**src/rtl/dap_pkg.sv**
```systemverilog
`default_nettype none

package dap_pkg;

   // one input item: a datagram byte and its end mark
   typedef struct packed {
      logic [7:0] data_byte;
      logic       end_of_packet;
   } req_type;

   // one result item
   typedef struct packed {
      logic        item_kind;
      logic [7:0]  name_byte;
      logic        accepted;
      logic [7:0]  capability_flags;
      logic [7:0]  system_code;
      logic [15:0] advert_port;
      logic [15:0] width_limit;
      logic [15:0] height_limit;
      logic [15:0] frame_rate_limit;
      logic [7:0]  name_length;
      logic        last_of_run;
   } rsp_type;

   localparam int unsigned POS_W = 10;
   localparam logic [POS_W-1:0] POS_LIMIT    = 10'd1023;
   localparam logic [POS_W-1:0] HEADER_BYTES = 10'd17;
   localparam logic [POS_W-1:0] MIN_TOTAL    = 10'd18;

   localparam logic [7:0] PROTO_VERSION = 8'd2;
   localparam logic [7:0] KIND_ADVERT   = 8'd2;

   localparam int unsigned FLAG_CONTROLLABLE = 0;
   localparam int unsigned FLAG_HEVC         = 2;
   localparam int unsigned FLAG_HDR10        = 3;
   localparam int unsigned FLAG_UNKNOWN      = 7;

   localparam logic KIND_NAME    = 1'b0;
   localparam logic KIND_VERDICT = 1'b1;

   localparam logic CSR_SYSTEM_CODE_MIN = 1'b0;
   localparam logic CSR_SYSTEM_CODE_MAX = 1'b1;

   localparam logic [7:0] SYSTEM_CODE_MIN_RESET = 8'd1;
   localparam logic [7:0] SYSTEM_CODE_MAX_RESET = 8'd3;

   // expected magic "MSD1", one byte per header position
   function automatic logic [7:0] magic_byte(input logic [1:0] idx);
      logic [7:0] b;
      case (idx)
         2'd0:    b = 8'h4D;
         2'd1:    b = 8'h53;
         2'd2:    b = 8'h44;
         default: b = 8'h31;
      endcase
      return b;
   endfunction

endpackage

`default_nettype wire

```
**src/rtl/discovery_advert_parser_top.sv**
```systemverilog
`default_nettype none

// Flow: an item is taken into the input register, parsed into the result queue once
//   the queue has room for two result items, and shown on rsp_ from the queue head.
// Throughput: 1 input item per cycle while the queue has room; a final name byte
//   yields 2 result items; a 4-entry queue drains them at 1 per cycle unless stalled.
// Reset: synchronous, active high; clears parser state and queue, system code bounds
//   return to 1 and 3.
module discovery_advert_parser_top
   import dap_pkg::*;
#(
   parameter int unsigned MAX_NAME_BYTES   = 64,
   parameter int unsigned MAX_PACKET_BYTES = 512
) (
   input  wire logic        clock,
   input  wire logic        reset,
   // input channel
   input  wire logic        req_valid,
   output logic             req_stall,
   input  wire req_type     req_data,
   // result channel
   output logic             rsp_valid,
   input  wire logic        rsp_stall,
   output rsp_type          rsp_data,
   // configuration
   input  wire logic        csr_write_enable,
   input  wire logic        csr_index,
   input  wire logic [7:0]  csr_write_data
);

   localparam int unsigned FIFO_DEPTH = 4;
   localparam int unsigned PTR_W      = $clog2(FIFO_DEPTH);
   localparam int unsigned CNT_W      = $clog2(FIFO_DEPTH + 1);

   // configuration registers
   logic [7:0] sys_min_ff, sys_max_ff;

   // input register
   logic    in_valid_ff;
   req_type in_data_ff;

   // parser state
   logic [POS_W-1:0] pos_ff, pos_in;
   logic             mismatch_ff, mismatch_in;
   logic [7:0]       flags_ff, flags_in;
   logic [7:0]       system_ff, system_in;
   logic [15:0]      port_ff, port_in;
   logic [15:0]      width_ff, width_in;
   logic [15:0]      height_ff, height_in;
   logic [15:0]      fps_ff, fps_in;
   logic [7:0]       nlen_ff, nlen_in;

   // result queue
   rsp_type          fifo_ff [FIFO_DEPTH];
   logic [PTR_W-1:0] wr_ptr_ff, rd_ptr_ff;
   logic [CNT_W-1:0] count_ff;

   logic    proc_go, in_take, pop;
   logic    name_hit, is_last, pass;
   logic [1:0] n_push;
   rsp_type name_item, verdict_item, slot0, slot1;
   logic [7:0] b;

   // queue must hold room for the worst case of two result items
   assign proc_go   = in_valid_ff && (count_ff <= CNT_W'(FIFO_DEPTH - 2));
   assign req_stall = in_valid_ff && !proc_go;
   assign in_take   = req_valid && !req_stall;
   assign rsp_valid = (count_ff != '0);
   assign rsp_data  = fifo_ff[rd_ptr_ff];
   assign pop       = rsp_valid && !rsp_stall;

   assign b       = in_data_ff.data_byte;
   assign is_last = in_data_ff.end_of_packet;

   // field capture, one header position per byte
   always_comb begin
      mismatch_in = mismatch_ff;
      flags_in    = flags_ff;
      system_in   = system_ff;
      port_in     = port_ff;
      width_in    = width_ff;
      height_in   = height_ff;
      fps_in      = fps_ff;
      nlen_in     = nlen_ff;
      if (pos_ff < 10'd4) begin
         if (b != magic_byte(pos_ff[1:0])) mismatch_in = 1'b1;
      end else if (pos_ff == 10'd4) begin
         if (b != PROTO_VERSION) mismatch_in = 1'b1;
      end else if (pos_ff == 10'd5) begin
         if (b != KIND_ADVERT) mismatch_in = 1'b1;
      end else if (pos_ff == 10'd6) begin
         flags_in = b;
      end else if (pos_ff == 10'd7) begin
         system_in = b;
      end else if (pos_ff <= 10'd9) begin
         port_in = {port_ff[7:0], b};
      end else if (pos_ff <= 10'd11) begin
         width_in = {width_ff[7:0], b};
      end else if (pos_ff <= 10'd13) begin
         height_in = {height_ff[7:0], b};
      end else if (pos_ff <= 10'd15) begin
         fps_in = {fps_ff[7:0], b};
      end else if (pos_ff == 10'd16) begin
         nlen_in = b;
      end
      // byte counter saturates
      pos_in = (pos_ff < POS_LIMIT) ? pos_ff + 10'd1 : pos_ff;
   end

   // bytes from position 17 on are name bytes
   assign name_hit = (pos_in > HEADER_BYTES);

   // verdict over the values that include this byte; pos_in is the total length
   always_comb begin
      pass = 1'b1;
      if (pos_in < MIN_TOTAL || pos_in > POS_W'(MAX_PACKET_BYTES)) pass = 1'b0;
      if (mismatch_in) pass = 1'b0;
      if (flags_in[FLAG_UNKNOWN] || !flags_in[FLAG_CONTROLLABLE]) pass = 1'b0;
      if (system_in < sys_min_ff || system_in > sys_max_ff) pass = 1'b0;
      if (port_in == '0 || width_in == '0 || height_in == '0 || fps_in == '0) pass = 1'b0;
      if (nlen_in == '0 || nlen_in > 8'(MAX_NAME_BYTES)) pass = 1'b0;
      if (pos_in != HEADER_BYTES + {2'b00, nlen_in}) pass = 1'b0;
      // HDR10 only alongside HEVC
      if (flags_in[FLAG_HDR10] && !flags_in[FLAG_HEVC]) pass = 1'b0;
   end

   always_comb begin
      name_item           = '0;
      name_item.item_kind = KIND_NAME;
      name_item.name_byte = b;
      name_item.last_of_run = !is_last;

      verdict_item                  = '0;
      verdict_item.item_kind        = KIND_VERDICT;
      verdict_item.accepted         = pass;
      verdict_item.capability_flags = flags_in;
      verdict_item.system_code      = system_in;
      verdict_item.advert_port      = port_in;
      verdict_item.width_limit      = width_in;
      verdict_item.height_limit     = height_in;
      verdict_item.frame_rate_limit = fps_in;
      verdict_item.name_length      = nlen_in;
      verdict_item.last_of_run      = 1'b1;

      slot0  = name_hit ? name_item : verdict_item;
      slot1  = verdict_item;
      n_push = proc_go ? ({1'b0, name_hit} + {1'b0, is_last}) : 2'd0;
   end

   // configuration
   always_ff @(posedge clock) begin
      if (reset) begin
         sys_min_ff <= SYSTEM_CODE_MIN_RESET;
         sys_max_ff <= SYSTEM_CODE_MAX_RESET;
      end else if (csr_write_enable) begin
         unique case (csr_index)
            CSR_SYSTEM_CODE_MIN: sys_min_ff <= csr_write_data;
            CSR_SYSTEM_CODE_MAX: sys_max_ff <= csr_write_data;
            default: ;
         endcase
      end
   end

   // input register
   always_ff @(posedge clock) begin
      if (reset) begin
         in_valid_ff <= 1'b0;
      end else if (!req_stall) begin
         in_valid_ff <= req_valid;
      end
   end

   always_ff @(posedge clock) begin
      if (in_take) begin
         in_data_ff <= req_data;
      end
   end

   // parser state; a verdict returns everything to its reset value
   always_ff @(posedge clock) begin
      if (reset || (proc_go && is_last)) begin
         pos_ff      <= '0;
         mismatch_ff <= 1'b0;
         flags_ff    <= '0;
         system_ff   <= '0;
         port_ff     <= '0;
         width_ff    <= '0;
         height_ff   <= '0;
         fps_ff      <= '0;
         nlen_ff     <= '0;
      end else if (proc_go) begin
         pos_ff      <= pos_in;
         mismatch_ff <= mismatch_in;
         flags_ff    <= flags_in;
         system_ff   <= system_in;
         port_ff     <= port_in;
         width_ff    <= width_in;
         height_ff   <= height_in;
         fps_ff      <= fps_in;
         nlen_ff     <= nlen_in;
      end
   end

   // result queue
   always_ff @(posedge clock) begin
      if (reset) begin
         wr_ptr_ff <= '0;
         rd_ptr_ff <= '0;
         count_ff  <= '0;
      end else begin
         wr_ptr_ff <= wr_ptr_ff + PTR_W'(n_push);
         if (pop) begin
            rd_ptr_ff <= rd_ptr_ff + PTR_W'(1);
         end
         count_ff <= count_ff + CNT_W'(n_push) - CNT_W'(pop);
      end
   end

   always_ff @(posedge clock) begin
      if (n_push != 2'd0) begin
         fifo_ff[wr_ptr_ff] <= slot0;
      end
      if (n_push == 2'd2) begin
         fifo_ff[wr_ptr_ff + PTR_W'(1)] <= slot1;
      end
   end

`ifndef SYNTHESIS
   // queue never overfills
   assert property (@(posedge clock) disable iff (reset)
      count_ff <= CNT_W'(FIFO_DEPTH))
      else $error("result queue overflow");

   // a verdict restarts the byte count
   assert property (@(posedge clock) disable iff (reset)
      (proc_go && is_last) |=> (pos_ff == '0 && !mismatch_ff))
      else $error("parser state not cleared after verdict");

   // a verdict always closes its run
   assert property (@(posedge clock) disable iff (reset)
      (rsp_valid && rsp_data.item_kind == KIND_VERDICT) |-> rsp_data.last_of_run)
      else $error("verdict without last_of_run");

   // input is held back only when the queue lacks room
   assert property (@(posedge clock) disable iff (reset)
      req_stall |-> (in_valid_ff && count_ff > CNT_W'(FIFO_DEPTH - 2)))
      else $error("spurious input stall");
`endif

endmodule

`default_nettype wire

```
**config.mk**
```make
export PLATFORM = sky130hd
export DESIGN_NAME = discovery_advert_parser_top
export DESIGN_NICKNAME = d
export VERILOG_FILES = /design/src/rtl/dap_pkg.sv /design/src/rtl/discovery_advert_parser_top.sv
export SDC_FILE = /design/constraint.sdc
export NUM_CORES = 1
export LEC_CHECK = 0
export BUFFER_PORTS_ARGS = -buffer_cell sky130_fd_sc_hd__buf_2
export CAP_MARGIN = 20
export CORE_AREA = 5 5 174 243
export CTS_BUF_LIST = sky130_fd_sc_hd__clkbuf_4 sky130_fd_sc_hd__clkbuf_8
export CTS_CLUSTER_DIAMETER = 200
export DETAILED_ROUTE_END_ITERATION = 12
export DIE_AREA = 0 0 179 248
export PLACE_DENSITY = 0.76
export SKIP_CTS_REPAIR_TIMING = 1
export SYNTH_ARGS = -nofsm -noshare
export SYNTH_HDL_FRONTEND = slang
export SYNTH_SLANG_ARGS = --single-unit
```
**constraint.sdc**
```tcl
create_clock -name clock -period 18 [get_ports clock]
set_clock_uncertainty 0.2 [all_clocks]
set_input_delay 1.8 -clock clock [delete_from_list [all_inputs] [get_ports clock]]
set_output_delay 1.8 -clock clock [all_outputs]
set_load 0.05 [all_outputs]
```
Yosys cells after proc, flatten, opt, wreduce, memory -nomap -nowiden --
Memories as Yosys holds them, arrays and structs flattened. A register that Yosys moved wholly into a read port is not among the register bits. Index checks and enable logic that the tools add are counted.
Word-level totals: memories 1, input port bits 23, logic and storage cells 154, bits in writable memories 396, register bits 132
Memories:
- fifo_ff | words 4, bits a word 99, read ports 1, clocked after Yosys merged registers in 1, wr ports 2, RTL line discovery_advert_parser_top.sv:54 | rsp_type fifo_ff [FIFO_DEPTH];
Cells by class: reductions and logical operators 30, bitwise gates (word level) 1, equality and inequality tests 11, mux-type cells 73, $add $sub $neg 8, order comparisons 13
Operator list (count):
- $mux 16 | 30
- $mux 8 | 20
- $mux 99 | 1
- $logic_not 16->1 | 4
- $eq 10x3->1 const B | 4
- $le 10x4->1 const B | 4
- $pmux 7 s3 | 1
- $mux 1 | 17
- $add 10x1->10 const B | 1
- $eq 10x5->1 const B | 1
- $gt 10x10->1 const B | 1
- $gt 10x5->1 const B | 1
- $lt 10x10->1 const B | 1
- $lt 10x3->1 const B | 1
- $lt 10x5->1 const B | 1
- $mux 10 | 1
- $ne 10x9->1 | 1
- $add 5x8->9 const A | 1
- $gt 8x7->1 const B | 1
- $gt 8x8->1 | 1
- $logic_not 8->1 | 1
- $logic_or 1x1->1 | 8
- $lt 8x8->1 | 1
- $ne 8x2->1 const B | 1
- other kinds (17) | 32

Longest topological paths before layout --
depth in word-level cells 17, gate-level depth with buffers 20

Least setup slack after synthesis --
OpenSTA, ideal clock, no wires.
kind register to register, start reg pos_ff[0], end mem fifo_ff[1][80] in the netlist's numbering (data pin), path buffers 4, clock period less this slack 5.647 ns, data arrival time 5.305 ns, library setup time 0.142 ns, stages on the path, launching flop included 17, setup slack 12.353 ns, cells stage by stage dfxtp_1 -> buf_2 -> inv_1 -> ha_1 -> nand3b_1 -> o211ai_1 -> and4_1 -> buf_6 -> inv_2 -> ha_1 -> o21ai_0 -> nand3_1 -> inv_1 -> nand2_1 -> buf_2 -> buf_4 -> nor2_1
RTL lines:
- start, declared | RTL line discovery_advert_parser_top.sv:43 | logic [POS_W-1:0] pos_ff, pos_in;
- start signal, assigned | RTL line discovery_advert_parser_top.sv:192 | pos_ff <= pos_in;
- end, declared | RTL line discovery_advert_parser_top.sv:54

==> results by stage <==
Setup path:
- The worst setup path is launched from a flop.
- The maximum fanout encountered on the critical timing path is 59.
- The worst setup path is of the reg -> reg kind.
- The arrival time reported for the critical path endpoint is 6.42 ns.
- The endpoint type of the worst setup path is a flop.
- The endpoint identified for the worst register-to-register timing path is fifo_ff[2][89]$_DFFE_PP_.
- The required time of the critical path is around 18 ns.
- The number of cell instances on the worst register-to-register path is 18.
- In this run the register-to-register setup slack is roughly 12 ns.
- Counting both buffers and inverters, the worst setup path holds a total of 4.
- The largest single stage delay on the critical path is ~0.66 ns.
- On the critical path the largest part of the delay comes from simple AND/OR/NAND/NOR gates.
- Walking the worst path, the cells encountered are ha_1, nand3_1, xnor2_1, o22ai_1, and4_1, inv_2, ha_1, nand2b_1, nor2_1, o21ai_0, nand2_1, nand2_1, clkinv_2, o21ai_4, buf_4, buf_4, nand3b_1, nor4_1.
- In this run the critical register-to-register path is launched from pos_ff[0]$_SDFFE_PP0P_.
- Among all stages on the critical path, the largest delay is contributed by buf_4.

Placed design:
- The cell area reported after detailed placement is around 24000 µm².
- The final weighted congestion in routability-driven placement is around 0.94.
- The count of buffers added on input and output ports is between 100 and 150.
- The detailed placement HPWL is between 30000 and 40000 µm.

Routing:
- In the routed design, unresolved DRC markers number 0.
- The detailed router placed roughly 16000 vias in this run.
- The final routed wire length divided by cell count is ~22 µm.
- For this block, the initial DRC count from the detailed router was about 1300.
- The average via count per standard cell is 5.98.
- The count of nets left with antenna violations once routing finished came out at 0.
- Wires add up to 56600 µm.
- The number of optimization iterations in the first detailed-route pass is 5.

Logic synthesis:
- The sequential element share of the synthesized area is about three fifths.
- After technology mapping, the gate count stands at 1934.
- The post-synthesis sequential element count is 530.
- After synthesis, the netlist uses 69 different library cells.
- Averaged over all synthesized cells, the footprint is about 12 µm².
- The biggest area consumer among synthesized cells is edfxtp_1.
- The area share of the leading cell type in the synthesized netlist is 46.6%.
- After synthesis, the cell types taking the most area are edfxtp_1 (47%), dfxtp_1 (14%), mux4_2 (9.5%), nor2_1 (6.8%), mux2i_1 (4.3%).
- The commonest cells after synthesis are nor2_1 (428), edfxtp_1 (365), nand2_1 (197), dfxtp_1 (165), a21oi_1 (104).
- During synthesis, Yosys emitted a total of 0 warnings.
- In the synthesized netlist the dominant register cell turns out to be edfxtp_1.
- After synthesis, the share of flip-flops with an asynchronous set or reset is 0%.
- In this run, synthesis inferred ~370 flip-flops with an integrated enable.
- The number of nets handed over by synthesis was between 1500 and 2000.
- The netlist area before placement is approximately 24000 µm².
- By instance count, the leading cell after synthesis is nor2_1.

Hold path:
- The kind of path behind the tightest hold check is reg -> reg.
- The worst hold path startpoint is sys_min_ff[6]$_SDFFE_PP0P_.
- The hold path endpoint is sys_min_ff[6]$_SDFFE_PP0P_.
- The number of cells on the worst hold path is 2.

Global route:
- Global routing used under 10% of the available met3 tracks.
- The initial antenna violation count is 1.
- The met2 demand-to-capacity share in global routing is 45.3%.
- The via count of the first global-routing pass was roughly 16000.
- Global routing used a little over a quarter of the available tracks across all layers.
- The global-route wire length before repair is around 90000 µm.
- Global routing used around a third of the available met1 tracks.
- Entering global routing, the biggest net connects 100 pins.
- The layer with the highest usage is met2.
- The total overflow left after global routing is 0.

Clock network:
- The number of clock sinks seen by CTS is 530.
- In this run the deepest clock path goes through 3 buffers.
- The latest clock arrival within the worst-skew pair is between 0.6 and 0.7 ns.
- The H-tree was split into 3 levels.
- In this run, CTS created clock tree buffers numbering 76.
- The clock tree from TritonCTS is done.
- CTS placed an instance of clkbuf_8 at the clock tree root.
- The clock transition at the registers of the reported paths is approximately 0.070 ns.

Final layout:
- The area growth from synthesis to final layout is 10.9%.
- The final design utilization is between 60% and 70%.
- The finished cells cover between 20000 and 30000 µm².
- The layout net count is 2084.
- The layout has roughly 3000 filler cells.
- The layout cell share with drive strength beyond 1 is 19.6%.

Timing:
- Setup repair after global routing left no endpoint under its margin.
- The final hold violation count is 0.
- In the final timing run, aggregate negative setup slack is 0 ns.
- Timing would allow up to 0.160 GHz.
- The max-slew violation total from the final report is 0.
- The worst-case hold slack is 0.255 ns.
- The final worst-path cycle share is between 30% and 40%.
- Subtracting the final worst setup slack from the clock period gives around 6.2 ns.
- At the pin with the least slew margin, the transition time is around 1.1 ns.
- Setup violations remaining at the end of the flow were counted as 0.
- The relative slew slack is about a quarter.

Die:
- The count of boundary I/O pins is between 100 and 150.
- The x dimension of the die is 179 µm.
- Once the floorplan was initialized, standard cells occupied approximately three fifths of the core.
- The die covers roughly 44000 µm².
- The initialized floorplan defines 87 standard-cell rows.
- The placeable core region is between 30000 and 40000 µm².
- The die is 248 µm tall.

Power:
- The peak supply drop is 0.104 mV.
- The cell area power density is roughly 120 nW/µm².
- The total design power is between 3000 and 4000 µW.
- In this run the static leakage power is around 0.009 µW.

Run status:
- The flow ran to the end, and the final reports show no timing, DRC or antenna violations.

Flow run:
- The number of maximum-capacitance violations is 0.
[worst max path at each step]
stage                           start                  endpoint  slack, ns  cells after the start
6_report       pos_ff[0]$_SDFFE_PP0P_  fifo_ff[2][89]$_DFFE_PP_      11.76                     18
5_1_grt        pos_ff[0]$_SDFFE_PP0P_  fifo_ff[2][89]$_DFFE_PP_      11.37                     18
4_1_cts        pos_ff[0]$_SDFFE_PP0P_  fifo_ff[2][89]$_DFFE_PP_      11.85                     18
3_5_place_dp   pos_ff[0]$_SDFFE_PP0P_  fifo_ff[2][89]$_DFFE_PP_      11.90                     18
3_3_place_gp   pos_ff[0]$_SDFFE_PP0P_  fifo_ff[2][89]$_DFFE_PP_      12.01                     18
2_1_floorplan  pos_ff[0]$_SDFFE_PP0P_  fifo_ff[1][80]$_DFFE_PP_      12.35                     16
[state kept, by name, summed over array words and instances (netlist names), named ones only]
name / flops
sys_max_ff: 8
in_valid_ff: 1
rd_ptr_ff: 2
sys_min_ff: 8
fps_ff: 16
fifo_ff: 396
nlen_ff: 8
b: 8
flags_ff: 8
wr_ptr_ff: 2
system_ff: 8
pos_ff: 10
mismatch_ff: 1
height_ff: 16
port_ff: 16
width_ff: 16
is_last: 1
count_ff: 3
[cell families after synthesis]
kind of cell | after synthesis | synth area share [%]
adder cells (fa/ha/maj) | 30 | 1.63
XOR/XNOR | 29 | 1.08
buffers and inverters | 175 | 3.15
flip-flops | 530 | 60.6
AND/OR/NAND/NOR | 751 | 13.7
AO/OA/AOI/OAI | 217 | 5.91
multiplexers | 202 | 13.9
[stage by stage]
stage	cells	setup slack, ns
finish	2628	11.76
global route	2628	11.37
CTS	2626	11.85
detailed placement	2486	11.90
global placement	2486	12.01
floorplan	1934	12.35
[cell usage in the layout, fill, tap and decap left out, types with 28 or more instances in the layout]
cell	count
inv_1	37
nand2_1	195
dfxtp_1	163
nor2_1	428
buf_4	28
ha_1	29
mux4_2	99
edfxtp_1	365
clkbuf_4	32
a21oi_1	104
mux2i_1	101
buf_2	123
a22o_1	32
clkbuf_8	81
[routing by layer]
metal	part of all wire (%)	wire [µm]
met2	52	29400
met1	37	20900
met3	7.2	4060
met4	3.9	2230
met5	0	0
[where the power goes]
group / internal, µW / switching, µW
Combinational: 240 / 512
Sequential: 1330 / 55.0
Clock: 542 / 446
[area by class of cell]
cell class                 count  area (µm²)  area share (%)
tap                          534         668            2.56
sequential                   530       14300            54.7
timing repair buffer         152         846            3.24
clock buffer                 113        1360            5.20
antenna                        1        2.50         0.00960
inverter                      42         163           0.624
clock inverter                27         236           0.907
multi-input combinational   1229        8540            32.7
[tightest hold or removal path: stages (launching register included)]
cell	delay, ns
dfxtp_1	0.31
nand2_1	0.05
a21oi_1	0.05
Note: power is estimated with default switching activity, not from simulation.
